## src/design/prs_pkg.sv

```systemverilog
// Package for the pick retry supervisor: command, error and register codes,
// and the packed payload types of the event and result channels.
// No dependencies.
package prs_pkg;

  localparam int CounterWidth = 32;
  localparam int StreakWidth  = 16;
  localparam int OutCntWidth  = 32;

  // command codes
  localparam logic [2:0] ACT_START      = 3'd0;
  localparam logic [2:0] ACT_STOP       = 3'd1;
  localparam logic [2:0] ACT_PICK       = 3'd2;
  localparam logic [2:0] ACT_ESTOP      = 3'd3;
  localparam logic [2:0] ACT_RECOVER    = 3'd4;
  localparam logic [2:0] ACT_RESET_SESS = 3'd5;
  localparam logic [2:0] ACT_AUTO_ON    = 3'd6;
  localparam logic [2:0] ACT_AUTO_OFF   = 3'd7;

  // error codes
  localparam logic [2:0] ERR_NONE        = 3'd0;
  localparam logic [2:0] ERR_ALREADY     = 3'd1;
  localparam logic [2:0] ERR_IN_FAULT    = 3'd2;
  localparam logic [2:0] ERR_NOT_RUNNING = 3'd3;
  localparam logic [2:0] ERR_NO_MANAGER  = 3'd4;
  localparam logic [2:0] ERR_NOT_BOUND   = 3'd5;

  // configuration register indexes
  localparam logic [1:0] REG_MAX_RETRY       = 2'd0;
  localparam logic [1:0] REG_MANAGER_PRESENT = 2'd1;
  localparam logic [1:0] REG_DEVICES_BOUND   = 2'd2;

  localparam logic [7:0] MAX_RETRY_RESET = 8'd3;

  typedef struct packed {
    logic [2:0] action;
    logic       pick_success;
  } prs_in_t;

  typedef struct packed {
    logic [2:0]             cell_state;
    logic                   accepted;
    logic [2:0]             error_code;
    logic                   auto_on;
    logic                   state_changed;
    logic [StreakWidth-1:0] fail_streak_out;
    logic [OutCntWidth-1:0] attempts_out;
    logic [OutCntWidth-1:0] successes_out;
    logic [OutCntWidth-1:0] failures_out;
  } prs_out_t;

endpackage

```

## src/design/pick_retry_supervisor_fsm.sv

```systemverilog
// Pick retry supervisor: one command word in, one result word out.
// The result is valid in the cycle after acceptance and held until taken.
// Throughput: one command per cycle when the result is taken at once; the
// cell state, flag and counters are updated at the accepting edge.
// Reset (rst, synchronous): cell idle, auto flag and all counters cleared,
// max_retry 3, manager_present and devices_bound 0, no result pending.
module pick_retry_supervisor_fsm (
  input  logic                 clk,
  input  logic                 rst,
  input  logic                 cfg_we,
  input  logic [1:0]           cfg_index,
  input  logic [7:0]           cfg_data,
  input  logic                 in_valid,
  output logic                 in_ready,
  input  prs_pkg::prs_in_t     in_data,
  output logic                 out_valid,
  input  logic                 out_ready,
  output prs_pkg::prs_out_t    out_data
);

  typedef enum logic [2:0] {
    IDLE     = 3'd0,
    RUNNING  = 3'd1,
    DEGRADED = 3'd2,
    STOPPED  = 3'd3,
    FAULT    = 3'd4
  } mode_t;

  localparam int CW = prs_pkg::CounterWidth;
  localparam int SW = prs_pkg::StreakWidth;

  mode_t           mode, mode_next;
  logic            auto_flag, auto_flag_next;
  logic [SW-1:0]   fail_streak, fail_streak_next;
  logic [CW-1:0]   attempt_total, attempt_total_next;
  logic [CW-1:0]   success_total, success_total_next;
  logic [CW-1:0]   failure_total, failure_total_next;
  logic [7:0]      max_retry;
  logic            manager_present;
  logic            devices_bound;
  logic [2:0]      err;
  logic            acc;
  logic            active;
  logic            in_fire;
  logic [SW-1:0]   streak_inc;

  assign in_ready = !out_valid || out_ready;
  assign in_fire  = in_valid && in_ready;
  assign active   = (mode == RUNNING) || (mode == DEGRADED);
  assign streak_inc = (fail_streak == '1) ? fail_streak : fail_streak + 1'b1;

  always_comb begin
    mode_next          = mode;
    auto_flag_next     = auto_flag;
    fail_streak_next   = fail_streak;
    attempt_total_next = attempt_total;
    success_total_next = success_total;
    failure_total_next = failure_total;
    err                = prs_pkg::ERR_NONE;
    acc                = 1'b1;
    case (in_data.action)
      prs_pkg::ACT_START: begin
        if (mode == RUNNING) begin
          err = prs_pkg::ERR_ALREADY;
        end else if (mode == FAULT) begin
          err = prs_pkg::ERR_IN_FAULT;
        end else begin
          mode_next = RUNNING;
        end
      end
      prs_pkg::ACT_STOP: begin
        if (active) begin
          auto_flag_next = 1'b0;
          mode_next      = STOPPED;
        end else begin
          err = prs_pkg::ERR_NOT_RUNNING;
        end
      end
      prs_pkg::ACT_PICK: begin
        if (active) begin
          attempt_total_next = (attempt_total == '1) ? attempt_total : attempt_total + 1'b1;
          if (in_data.pick_success) begin
            success_total_next = (success_total == '1) ? success_total
                                                       : success_total + 1'b1;
            fail_streak_next   = '0;
            mode_next          = RUNNING;
          end else begin
            failure_total_next = (failure_total == '1) ? failure_total
                                                       : failure_total + 1'b1;
            fail_streak_next   = streak_inc;
            if (streak_inc >= SW'(max_retry)) begin
              mode_next = DEGRADED;
            end
          end
        end
      end
      prs_pkg::ACT_ESTOP: begin
        auto_flag_next = 1'b0;
        mode_next      = FAULT;
      end
      prs_pkg::ACT_RECOVER: begin
        if (mode == FAULT) begin
          fail_streak_next = '0;
          mode_next        = IDLE;
        end else begin
          acc = 1'b0;
        end
      end
      prs_pkg::ACT_RESET_SESS: begin
        attempt_total_next = '0;
        success_total_next = '0;
        failure_total_next = '0;
        fail_streak_next   = '0;
        if (mode == STOPPED) begin
          mode_next = IDLE;
        end
      end
      prs_pkg::ACT_AUTO_ON: begin
        // run the start step first when idle or stopped; reject in fault
        if (!active && (mode == FAULT)) begin
          err = prs_pkg::ERR_IN_FAULT;
        end else begin
          if (!active) begin
            mode_next = RUNNING;
          end
          if (!manager_present) begin
            err = prs_pkg::ERR_NO_MANAGER;
          end else if (!devices_bound) begin
            err = prs_pkg::ERR_NOT_BOUND;
          end else begin
            auto_flag_next = 1'b1;
          end
        end
      end
      default: begin
        auto_flag_next = 1'b0;
      end
    endcase
    if (err != prs_pkg::ERR_NONE) begin
      acc = 1'b0;
    end
  end

  always_ff @(posedge clk) begin
    if (rst) begin
      max_retry       <= prs_pkg::MAX_RETRY_RESET;
      manager_present <= 1'b0;
      devices_bound   <= 1'b0;
    end else if (cfg_we) begin
      case (cfg_index)
        prs_pkg::REG_MAX_RETRY:       max_retry       <= cfg_data;
        prs_pkg::REG_MANAGER_PRESENT: manager_present <= cfg_data[0];
        prs_pkg::REG_DEVICES_BOUND:   devices_bound   <= cfg_data[0];
        default: ;
      endcase
    end
  end

  always_ff @(posedge clk) begin
    if (rst) begin
      mode          <= IDLE;
      auto_flag     <= 1'b0;
      fail_streak   <= '0;
      attempt_total <= '0;
      success_total <= '0;
      failure_total <= '0;
      out_valid     <= 1'b0;
    end else begin
      if (in_fire) begin
        mode          <= mode_next;
        auto_flag     <= auto_flag_next;
        fail_streak   <= fail_streak_next;
        attempt_total <= attempt_total_next;
        success_total <= success_total_next;
        failure_total <= failure_total_next;
        out_valid     <= 1'b1;
      end else if (out_valid && out_ready) begin
        out_valid <= 1'b0;
      end
    end
  end

  // result word: no reset, loaded with the state the event leaves behind
  always_ff @(posedge clk) begin
    if (in_fire) begin
      out_data.cell_state      <= mode_next;
      out_data.accepted        <= acc;
      out_data.error_code      <= err;
      out_data.auto_on         <= auto_flag_next;
      out_data.state_changed   <= (mode_next != mode);
      out_data.fail_streak_out <= fail_streak_next;
      out_data.attempts_out    <= prs_pkg::OutCntWidth'(attempt_total_next);
      out_data.successes_out   <= prs_pkg::OutCntWidth'(success_total_next);
      out_data.failures_out    <= prs_pkg::OutCntWidth'(failure_total_next);
    end
  end

  a_fire_gives_result: assert property (@(posedge clk) disable iff (rst)
    in_fire |=> out_valid)
    else $error("accepted command produced no result");

  a_state_tracks_result: assert property (@(posedge clk) disable iff (rst)
    out_valid |-> (out_data.cell_state == mode))
    else $error("reported cell state differs from held state");

  a_changed_flag: assert property (@(posedge clk) disable iff (rst)
    in_fire |=> (out_data.state_changed == (mode != $past(mode))))
    else $error("state_changed does not match the transition");

  a_estop_faults: assert property (@(posedge clk) disable iff (rst)
    (in_fire && (in_data.action == prs_pkg::ACT_ESTOP))
      |=> ((mode == FAULT) && !auto_flag && out_data.accepted))
    else $error("emergency stop did not force fault");

  a_error_rejects: assert property (@(posedge clk) disable iff (rst)
    in_fire |=> !(out_data.accepted && (out_data.error_code != prs_pkg::ERR_NONE)))
    else $error("command reported accepted with an error code");

endmodule
```

## config.mk

```make
export PLATFORM = sky130hd
export DESIGN_NAME = pick_retry_supervisor_fsm
export DESIGN_NICKNAME = d
export VERILOG_FILES = /design/src/design/prs_pkg.sv /design/src/design/pick_retry_supervisor_fsm.sv
export SDC_FILE = /design/constraint.sdc
export NUM_CORES = 1
export LEC_CHECK = 0
export ABC_AREA = 1
export BUFFER_PORTS_ARGS = -buffer_cell sky130_fd_sc_hd__buf_2
export CAP_MARGIN = 20
export CELL_PAD_IN_SITES_DETAIL_PLACEMENT = 0
export CELL_PAD_IN_SITES_GLOBAL_PLACEMENT = 1
export CORE_ASPECT_RATIO = 0.9
export CORE_MARGIN = 1
export CORE_UTILIZATION = 37
export CTS_BUF_LIST = sky130_fd_sc_hd__clkbuf_8
export CTS_CLUSTER_DIAMETER = 120
export DETAILED_ROUTE_END_ITERATION = 12
export PLACE_DENSITY = 0.79
export SLEW_MARGIN = 10
export SYNTH_ARGS = -nofsm -noshare
export SYNTH_HDL_FRONTEND = slang
export SYNTH_SLANG_ARGS = --single-unit
```

## constraint.sdc

```tcl
create_clock -name clk -period 7.6 [get_ports clk]
set_input_delay 2.28 -clock clk [delete_from_list [all_inputs] [get_ports clk]]
set_output_delay 2.28 -clock clk [all_outputs]
set_load 0.05 [all_outputs]
```

==> results of run 1 <==
[where the power goes]
group	internal [mW]	switching (mW)	total [mW]
logic	0.153	0.471	0.625
registers	1.52	0.0838	1.60
clock network	0.615	0.580	1.20
total	2.29	1.14	3.42
[final cells by class]
type                       count  area share
timing repair buffer         151     0.05181
inverter                     294     0.07198
sequential                   248      0.3983
multi-input combinational   1209      0.3861
clock inverter                34     0.01081
clock buffer                  48     0.04261
tap                          476     0.03841
[worst paths after layout]
check                  end  slack (ps)
min           max_retry[5]         470
min reg2reg   max_retry[5]         470
max reg2reg  out_data[112]        3880
max               in_ready        2530
[synthesized netlist by cell type (2+ instances only)]
cell type	n
nand2_1	338
inv_1	286
nor2_1	170
o21ai_0	148
nand3_1	143
dfxtp_1	127
edfxtp_1	121
a21oi_1	111
o21ai_1	63
clkbuf_1	57
nor3_1	42
nand4_1	37
xor2_1	31
o22ai_1	20
buf_2	13
nor4_1	13
ha_1	12
nor2_2	10
o211ai_1	9
a22oi_1	8
nand2_2	8
buf_1	6
inv_2	6
nor3_2	6
and3_1	4
nor2_4	4
nand3_2	3
o21bai_1	3
o221ai_1	3
a211oi_1	2
inv_4	2
nand2_4	2
nand4_2	2
nor4_2	2
o31ai_1	2
or2_0	2
[critical path, stage by stage]
cell	delay (ps)
buf_2	70
inv_1	30
nand2_1	120
buf_2	290
[through the flow]
stage	utilization	hold slack [ps]	area [µm²]	instances	total power, mW
2_1_floorplan	-	435.3	13580	1829	2.092
3_3_place_gp	0.4050	458.3	14650	2377	2.244
3_5_place_dp	0.4058	454.0	14680	2378	2.255
4_1_cts	0.4287	463.3	15500	2460	3.469
5_1_grt	0.4287	488.7	15500	2460	3.598
6_report	0.4287	465.6	15500	2460	3.423
[sequential cells by signal (all words and copies together) (netlist names), 3 cells and up]
signal	flops
failure_total	32
out_data	121
fail_streak	16
attempt_total	32
max_retry	8
mode	3
success_total	32
[logic make-up after synthesis]
logic type,synth area share
fa+ha+maj,0.01105
compound gates,0.1476
flops,0.4547
buf+inv,0.1052
simple gates,0.2615
xor+xnor,0.01999
[routing by layer]
layer,up-vias,track usage
met3,59,0.03350
met4,0,0.07104
met5,-,0
li1,6318,-
met2,285,0.3310
met1,5920,0.2826
==> results_dict.tcl, run 1 <==
set metrics [dict create \
    synthCells 1829 \
    wl_per_cell_um 15.78 \
    status "completed" \
    startpoint "out_ready" \
    multi_input_comb_area_um2 5986 \
    fin_crit_ps 5066 \
    die-area_um2 37480 \
    postCtsSetupRepairBufs 0 \
    finalSetupViolCount 0 \
    ant_nets 0 \
    fmax_ghz 0.1974 \
    final_cell_mix "nand2_1 (337), inv_1 (304), nor2_1 (170)" \
    hold_start "max_retry[5]" \
    fill_cells 3797 \
    cp-start-kind "primary input" \
    yosys.area.top_type "edfxtp_1" \
    whs_path_depth 2 \
    gp_congestion 0.9051 \
    dp_hpwl_mm 25.87 \
    max_slew_margin 0.4051 \
    power_density_nw_per_um2 220.8 \
    leakagePower_nw 6.960 \
    ys_seq_area_frac 0.4547 \
    setup_ws_ps 2534 \
    overflow 0 \
    synthTopCellsByArea "edfxtp_1 (27%), dfxtp_1 (19%), nand2_1 (9.3%), inv_1 (7.9%), o21ai_0 (5.5%)" \
    ys_types 49 \
    synth_edf_count 121 \
    cp.required_ps 5320 \
    via_per_inst 5.115 \
    port_buffers 141 \
    cts.path.max_buffers 3 \
    initial_core_util 0.3755 \
    dieWidth_um 204.0 \
    diodes 0 \
    die_y_um 183.8 \
    register_area_um2 6176 \
    nNetsFinal 1979 \
    clock_skew_ps 30.52 \
    routed_wl_mm 38.83 \
    grtUsageTotal 0.2069 \
    h-tree-depth 2 \
    synth_area_um2 13580 \
    met1_length_mm 18.49 \
    root_buffer "clkbuf_8" \
    syn_area_per_cell_um2 7.426 \
    timing.final.crit_share 0.6666 \
    ir_drop_uv 101.8 \
    rsz0062_at_grt "false" \
    postCtsHoldBufs 0 \
    pre_cts_ws_ps 2292 \
    clock_sinks 248 \
    drt-pass1-iter-count 5 \
    clk_latency_ps 590 \
    grt_pass1_vias 11810 \
    ff2ff_path_depth 21 \
    hp-class "register to register" \
    ys_ff_latch 248 \
    hold_violations 0 \
    rr_startpoint "fail_streak[1]" \
    fp-row-count 66 \
    cap_violations 0 \
    cts_made_buffers 44 \
    dr_wl_met3_mm 1.915 \
    grt_pass1_wl_mm 62.33 \
    core_um2 36170 \
    dr_wl_met2_mm 17.58 \
    ys_async_sr_fraction 0 \
    area_growth_syn_to_layout_pct 14.15 \
    report.final.slew_viol_count 0 \
    tritoncts "done" \
    arrival_ps 2790 \
    drive_gt1_frac 0.1305 \
    synth_ff_type "dfxtp_1" \
    path_class "primary input to primary output" \
    io_pins 142 \
    cts_resized 0 \
    endpoint_kind "primary output" \
    tightestPinTransition_ps 892.4 \
    layout_commonest_cell "nand2_1" \
    num_vias 12582 \
    post-route-drc-count 0 \
    cp_max_fo 3 \
    drtIter0Drc 747 \
    grt_max_degree 131 \
    grt_antenna_before_repair 0 \
    path_clk_slew_ps 50 \
    synth_top_area_frac 0.2675 \
    yosys_warnings 0 \
    synth_nets 1860 \
    top_layer "met4" \
    fin_tns_setup_ps 0 \
]
Note: power is estimated with default switching activity, not from simulation.
==> run 2: changes to the inputs <==
ABC_AREA = 0   (was 1)
PLACE_DENSITY = 0.77   (was 0.79)
clock period = 4.81 ns   (was 7.6 ns; I/O delays follow)
==> run 2 against run 1 <==
  * Final cell count down 15%
  * Hold slack improved by 6.9 ps
  * Highest routed layer unchanged
  * Utilization up 0.74 points
  * Total power up 39%
  * Largest cell class is now multi-input gates
  * Setup slack lost 1900 ps
  * Synthesized cell count decreased by 19%
  * Sequential power rose by 44%
==> results_dict.tcl, run 2 <==
set metrics [dict create \
    status "completed" \
    hp-class "register to register" \
    ys_types 76 \
    grt_use_met2 0.3031 \
    via_per_inst 5.683 \
    worst_path_largest_cell_delay_ps 720 \
    clock_skew_ps 16.09 \
    syn_area_per_cell_um2 8.810 \
    synth_top_area_frac 0.2794 \
    postCtsSetupRepairBufs 0 \
    leakagePower_nw 5.351 \
    dp_hpwl_mm 24.55 \
    cts_resized 0 \
    yosys_warnings 0 \
    nNetsFinal 1615 \
    finalNonFillerCells 2083 \
    rsz0062_at_grt "false" \
    synth_nets 1507 \
    largest_register "out_data" \
    ys_ff_latch 248 \
    path_clk_slew_ps 60 \
    port_buffers 141 \
    clk_latency_ps 580 \
    fill_cells 3444 \
    grt_antenna_before_repair 0 \
    ir_drop_uv 185.2 \
    cp_max_fo 10 \
    path_class "register to register" \
    cp.required_ps 5130 \
    report.final.slew_viol_count 0 \
    timing.final.crit_share 0.8743 \
    synth_ff_type "dfxtp_1" \
    critPathSlowestCell "nor4b_1" \
    overflow 0 \
    fin_crit_ps 4205 \
    initial_core_util 0.3794 \
    yosys.area.top_type "edfxtp_1" \
    h-tree-depth 2 \
    hold_violations 0 \
    ys_async_sr_fraction 0 \
    postCtsHoldBufs 0 \
    final_cell_mix "o21ai_0 (165), nand3_1 (162), nand2_1 (144)" \
    grt.met3_usage 0.03490 \
    tritoncts "done" \
    synth_top_cells_by_count "o21ai_0 (165), nand3_1 (162), nand2_1 (146), dfxtp_1 (127), edfxtp_1 (121)" \
    grt_max_degree 93 \
    cap_violations 0 \
    num_vias 11837 \
    gr-usage-met1 0.3089 \
    busiest_layer "met1" \
    die_y_um 179.9 \
    max_slew_margin 0.3684 \
    tightestPinTransition_ps 947.4 \
    wl_per_cell_um 17.99 \
    area_growth_syn_to_layout_pct 14.93 \
    fp-row-count 64 \
    die-area_um2 35900 \
    gp_congestion 0.8393 \
    drt-pass1-iter-count 5 \
    dieWidth_um 199.6 \
    ys_seq_area_frac 0.4749 \
    synth_edf_count 121 \
    drtIter0Drc 856 \
    fin_tns_setup_ps 0 \
    grt_pass1_wl_mm 59.28 \
    diodes 0 \
    cts_made_buffers 45 \
    arrival_ps 4520 \
    register_area_um2 6176 \
    synthTopCellsByArea "edfxtp_1 (28%), dfxtp_1 (20%), o21ai_0 (6.4%), nand3_1 (6.2%), nand2_1 (4.2%)" \
    root_buffer "clkbuf_8" \
    synth_area_um2 13000 \
    largest_reg_flops 121 \
    grtUsageTotal 0.2076 \
    ant_nets 0 \
    layout_commonest_cell "o21ai_0" \
    path_cells "ha_1, nand3_1, nor4_1, buf_4, nor4b_1, xor2_1, ha_1, and2_0, a221o_1, nor4b_1, nand4_1, a2111o_1" \
    post-route-drc-count 0 \
    core_um2 34270 \
    clock_sinks 248 \
    drive_gt1_frac 0.1592 \
    synthCells 1476 \
    multi_input_comb_area_um2 6243 \
    post-synth-top-count-cell "o21ai_0" \
    finalSetupViolCount 0 \
    io_pins 142 \
    power_density_nw_per_um2 317.8 \
    endpoint_kind "register" \
    cts.path.max_buffers 3 \
    dp.cells 1999 \
    cp-start-kind "register" \
    routed_wl_mm 37.48 \
    grt_pass1_vias 10781 \
    fmax_ghz 0.2378 \
]
## run 2: logic make-up after synthesis
| logic type | after synthesis | synth area share |
|---|---|---|
| buffers and inverters | 145 | 0.04551 |
| and+or+nand+nor | 627 | 0.2535 |
| muxes | 15 | 0.01193 |
| AOI/OAI and AO/OA | 418 | 0.1951 |
| DFF | 248 | 0.4749 |
| adders and majority gates | 12 | 0.01155 |
| xor gates and xnor gates | 11 | 0.007409 |
## run 2: report_power, final
part           internal [mW]  switching, mW
registers               2.28         0.0316
logic                  0.114          0.417
clock network           1.01          0.901
## run 2: metal layers
layer	wire, µm	vias up
met4	741	0
met1	18440	5639
met2	16290	332
met5	0	-
met3	2002	49
li1	-	5817
## run 2: layout make-up
class | count | area share
multi-input combinational | 1083 | 0.4177
sequential | 248 | 0.4132
clock inverter | 34 | 0.01105
tap | 462 | 0.03868
inverter | 31 | 0.008121
clock buffer | 50 | 0.04604
timing repair buffer | 175 | 0.06513
## run 2: path summary, 6_finish.rpt
kind | start | end | slack [ps] | cells past startpoint
max | fail_streak[0] | out_data[112] | 600 | 12
min | auto_flag | auto_flag | 470 | 2
max reg2reg | fail_streak[0] | out_data[112] | 600 | 12
min reg2reg | auto_flag | auto_flag | 470 | 2
## run 2: stage by stage
step                      area (µm²)  hold WS, ps    util  worst slack (ps)  power, mW
after floorplan                13010        435.8       -             57.93      2.736
final                          14950        472.6  0.4361             604.7      4.749
after CTS                      14950        467.8  0.4361             623.3      4.815
after global placement         14090        443.5  0.4112             417.0      2.886
after global routing           14950        527.4  0.4361             247.3      4.948
after detailed placement       14090        458.1  0.4112             397.1      2.886
## run 2: critical path, delay by kind of cell, from the launching register on
family	cells	cell delay (ps)
xor gates and xnor gates	1	170
buffers and inverters	1	180
DFF	1	410
adders and majority gates	2	660
AOI/OAI and AO/OA	2	730
and+or+nand+nor	6	1810
==> run 3: changes to the inputs <==
--- a/config.mk
+++ b/config.mk
@@ -19,2 +19,3 @@
 export PLACE_DENSITY = 0.77
+export RECOVER_POWER = 100
 export SLEW_MARGIN = 10
--- a/constraint.sdc
+++ b/constraint.sdc
@@ -3,2 +3,2 @@
 set_output_delay 1.443 -clock clk [all_outputs]
-set_load 0.05 [all_outputs]
+set_load 0.02 [all_outputs]
==> run 3 against run 2 <==
  * The run now ends with max-capacitance violations, max-slew violations left
  * Register-to-register slack worse by 90 ps
  * Clock skew is 2.1 ps higher
  * Hold slack worse by 0.77 ps
  * Utilization fell by 0.70 points
  * Critical path type is now primary input to register
  * Via count grew 0.25%
  * Wire length up 0.40%
  * Clock-buffer cell count is the same
  * Largest cell class unchanged
  * Design area shrank 1.6%
  * Combinational power fell by 27%
==> results_dict.tcl, run 3 (synthesis gave the netlist of run 2 again) <==
set metrics [dict create \
    leakagePower_nw 4.916 \
    fin_tns_setup_ps 0 \
    final_cell_mix "o21ai_0 (165), nand3_1 (162), nand2_1 (146)" \
    initial_core_util 0.3794 \
    wl_per_cell_um 18.06 \
    cp_max_fo 11 \
    multi_input_comb_area_um2 6226 \
    nNetsFinal 1615 \
    drt-pass1-iter-count 5 \
    critPathSlowestCell "a2111oi_2" \
    path_class "primary input to register" \
    cts_resized 0 \
    grt_max_degree 93 \
    max_slew_margin -0.6123 \
    ant_nets 0 \
    root_buffer "clkbuf_8" \
    gr-usage-met1 0.3089 \
    postCtsSetupRepairBufs 0 \
    hold_violations 0 \
    path_clk_slew_ps 60 \
    worst_path_most_repeated_cell "nand3_1" \
    grtUsageTotal 0.2076 \
    tightestPinTransition_ps 2418 \
    die_y_um 179.9 \
    dieWidth_um 199.6 \
    largest_register "out_data" \
    fmax_ghz 0.2295 \
    worst_path_largest_cell_delay_ps 1230 \
    tritoncts "done" \
    rsz0062_at_grt "false" \
    cap_violations 2 \
    fin_crit_ps 4356 \
    gp_congestion 0.8393 \
    placed_cell_area_um2 14090 \
    arrival_ps 4860 \
    timing.final.crit_share 0.9057 \
    area_growth_syn_to_layout_pct 13.10 \
    power_density_nw_per_um2 313.8 \
    path_cells "clkbuf_1, nor3b_1, buf_4, nand3_1, a2111oi_2, nand4_1, or3_1, nand3_1" \
    core_um2 34270 \
    fp-row-count 64 \
    cp-start-kind "primary input" \
    report.final.slew_viol_count 136 \
    endpoint_kind "register" \
    violations "max-capacitance violations, max-slew violations" \
    finish.instance_area_um2 14710 \
    final_util 0.4291 \
    dp.cells 1999 \
    reg2reg_to "out_data[112]" \
    h-tree-depth 2 \
    overflow 0 \
    cp.required_ps 5320 \
    post-route-drc-count 0 \
    hold_start "auto_flag" \
    grt_pass1_wl_mm 59.28 \
    rr_startpoint "fail_streak[0]" \
    num_vias 11867 \
    drive_gt1_frac 0.07465 \
    hold_path_end "auto_flag" \
    r2r_slack_ps 510 \
    whs_path_depth 2 \
    routed_wl_mm 37.63 \
    fill_cells 3536 \
    via_per_inst 5.697 \
    postCtsHoldBufs 0 \
    grt_antenna_before_repair 0 \
    drtIter0Drc 1000 \
    clock_skew_ps 18.21 \
    clock_sinks 248 \
    diodes 0 \
    die-area_um2 35900 \
    finalSetupViolCount 0 \
    port_buffers 141 \
    largest_reg_flops 121 \
    register_area_um2 6176 \
    ff2ff_path_depth 12 \
    io_pins 142 \
    finalNonFillerCells 2083 \
    busiest_layer "met1" \
    ir_drop_uv 179.6 \
    cts_made_buffers 45 \
    dp_hpwl_mm 24.55 \
    status "complete, but fails checks" \
    grt_pass1_vias 10781 \
    grt_use_met2 0.3031 \
    hp-class "register to register" \
    clk_latency_ps 580 \
    layout_commonest_cell "o21ai_0" \
    grt.met3_usage 0.03490 \
    cts.path.max_buffers 3 \
]
==> run 3: cell types whose count changed in the layout (fill, tap and decap cells not counted), sizes merged <==
| cell | delta |
|---|---|
| buf | -141 |
| clkbuf | +141 |
==> run 3: how the worst max path moves through the flow <==
stage	start	to	slack [ps]	cells past startpoint
after CTS	fail_streak[0]	out_data[112]	620	12
after global placement	in_data[1]	success_total[29]	420	8
after detailed placement	in_data[1]	success_total[29]	400	8
final	in_data[1]	success_total[29]	450	8
after global routing	fail_streak[0]	out_data[112]	130	12
after floorplan	out_ready	fail_streak[14]	330	7
==> run 3: through the flow <==
stage                     total power, mW  hold WS, ps  setup slack (ps)
after detailed placement            2.763        458.1             397.1
after global routing                4.809        527.4             130.0
final                               4.615        471.8             453.6
after CTS                           4.692        467.8             623.3
after floorplan                     2.613        435.8             331.5
after global placement              2.763        443.5             417.0
==> run 3: area by class of cell <==
| cell class | count | area share |
|---|---|---|
| timing repair buffer | 175 | 0.05113 |
| clock inverter | 34 | 0.01123 |
| inverter | 31 | 0.008252 |
| sequential | 248 | 0.4199 |
| clock buffer | 50 | 0.04679 |
| tap | 462 | 0.03931 |
| multi-input combinational | 1083 | 0.4233 |
==> run 3: where the power goes <==
group          switching (mW)  internal (mW)  leakage (nW)
combinational           0.294         0.0936          2.19
sequential             0.0332           2.28          2.23
clock                   0.906           1.01         0.498
==> run 3: critical path, delay by kind of cell <==
family	cells	cell delay [ps]
AOI/OAI and AO/OA	1	1230
buffers and inverters	2	330
and+or+nand+nor	5	1850
==> run 3: layer usage <==
layer	routed length, µm	vias up
met4	743	0
met3	1985	50
met5	0	-
met2	16290	327
li1	-	5814
met1	18610	5676
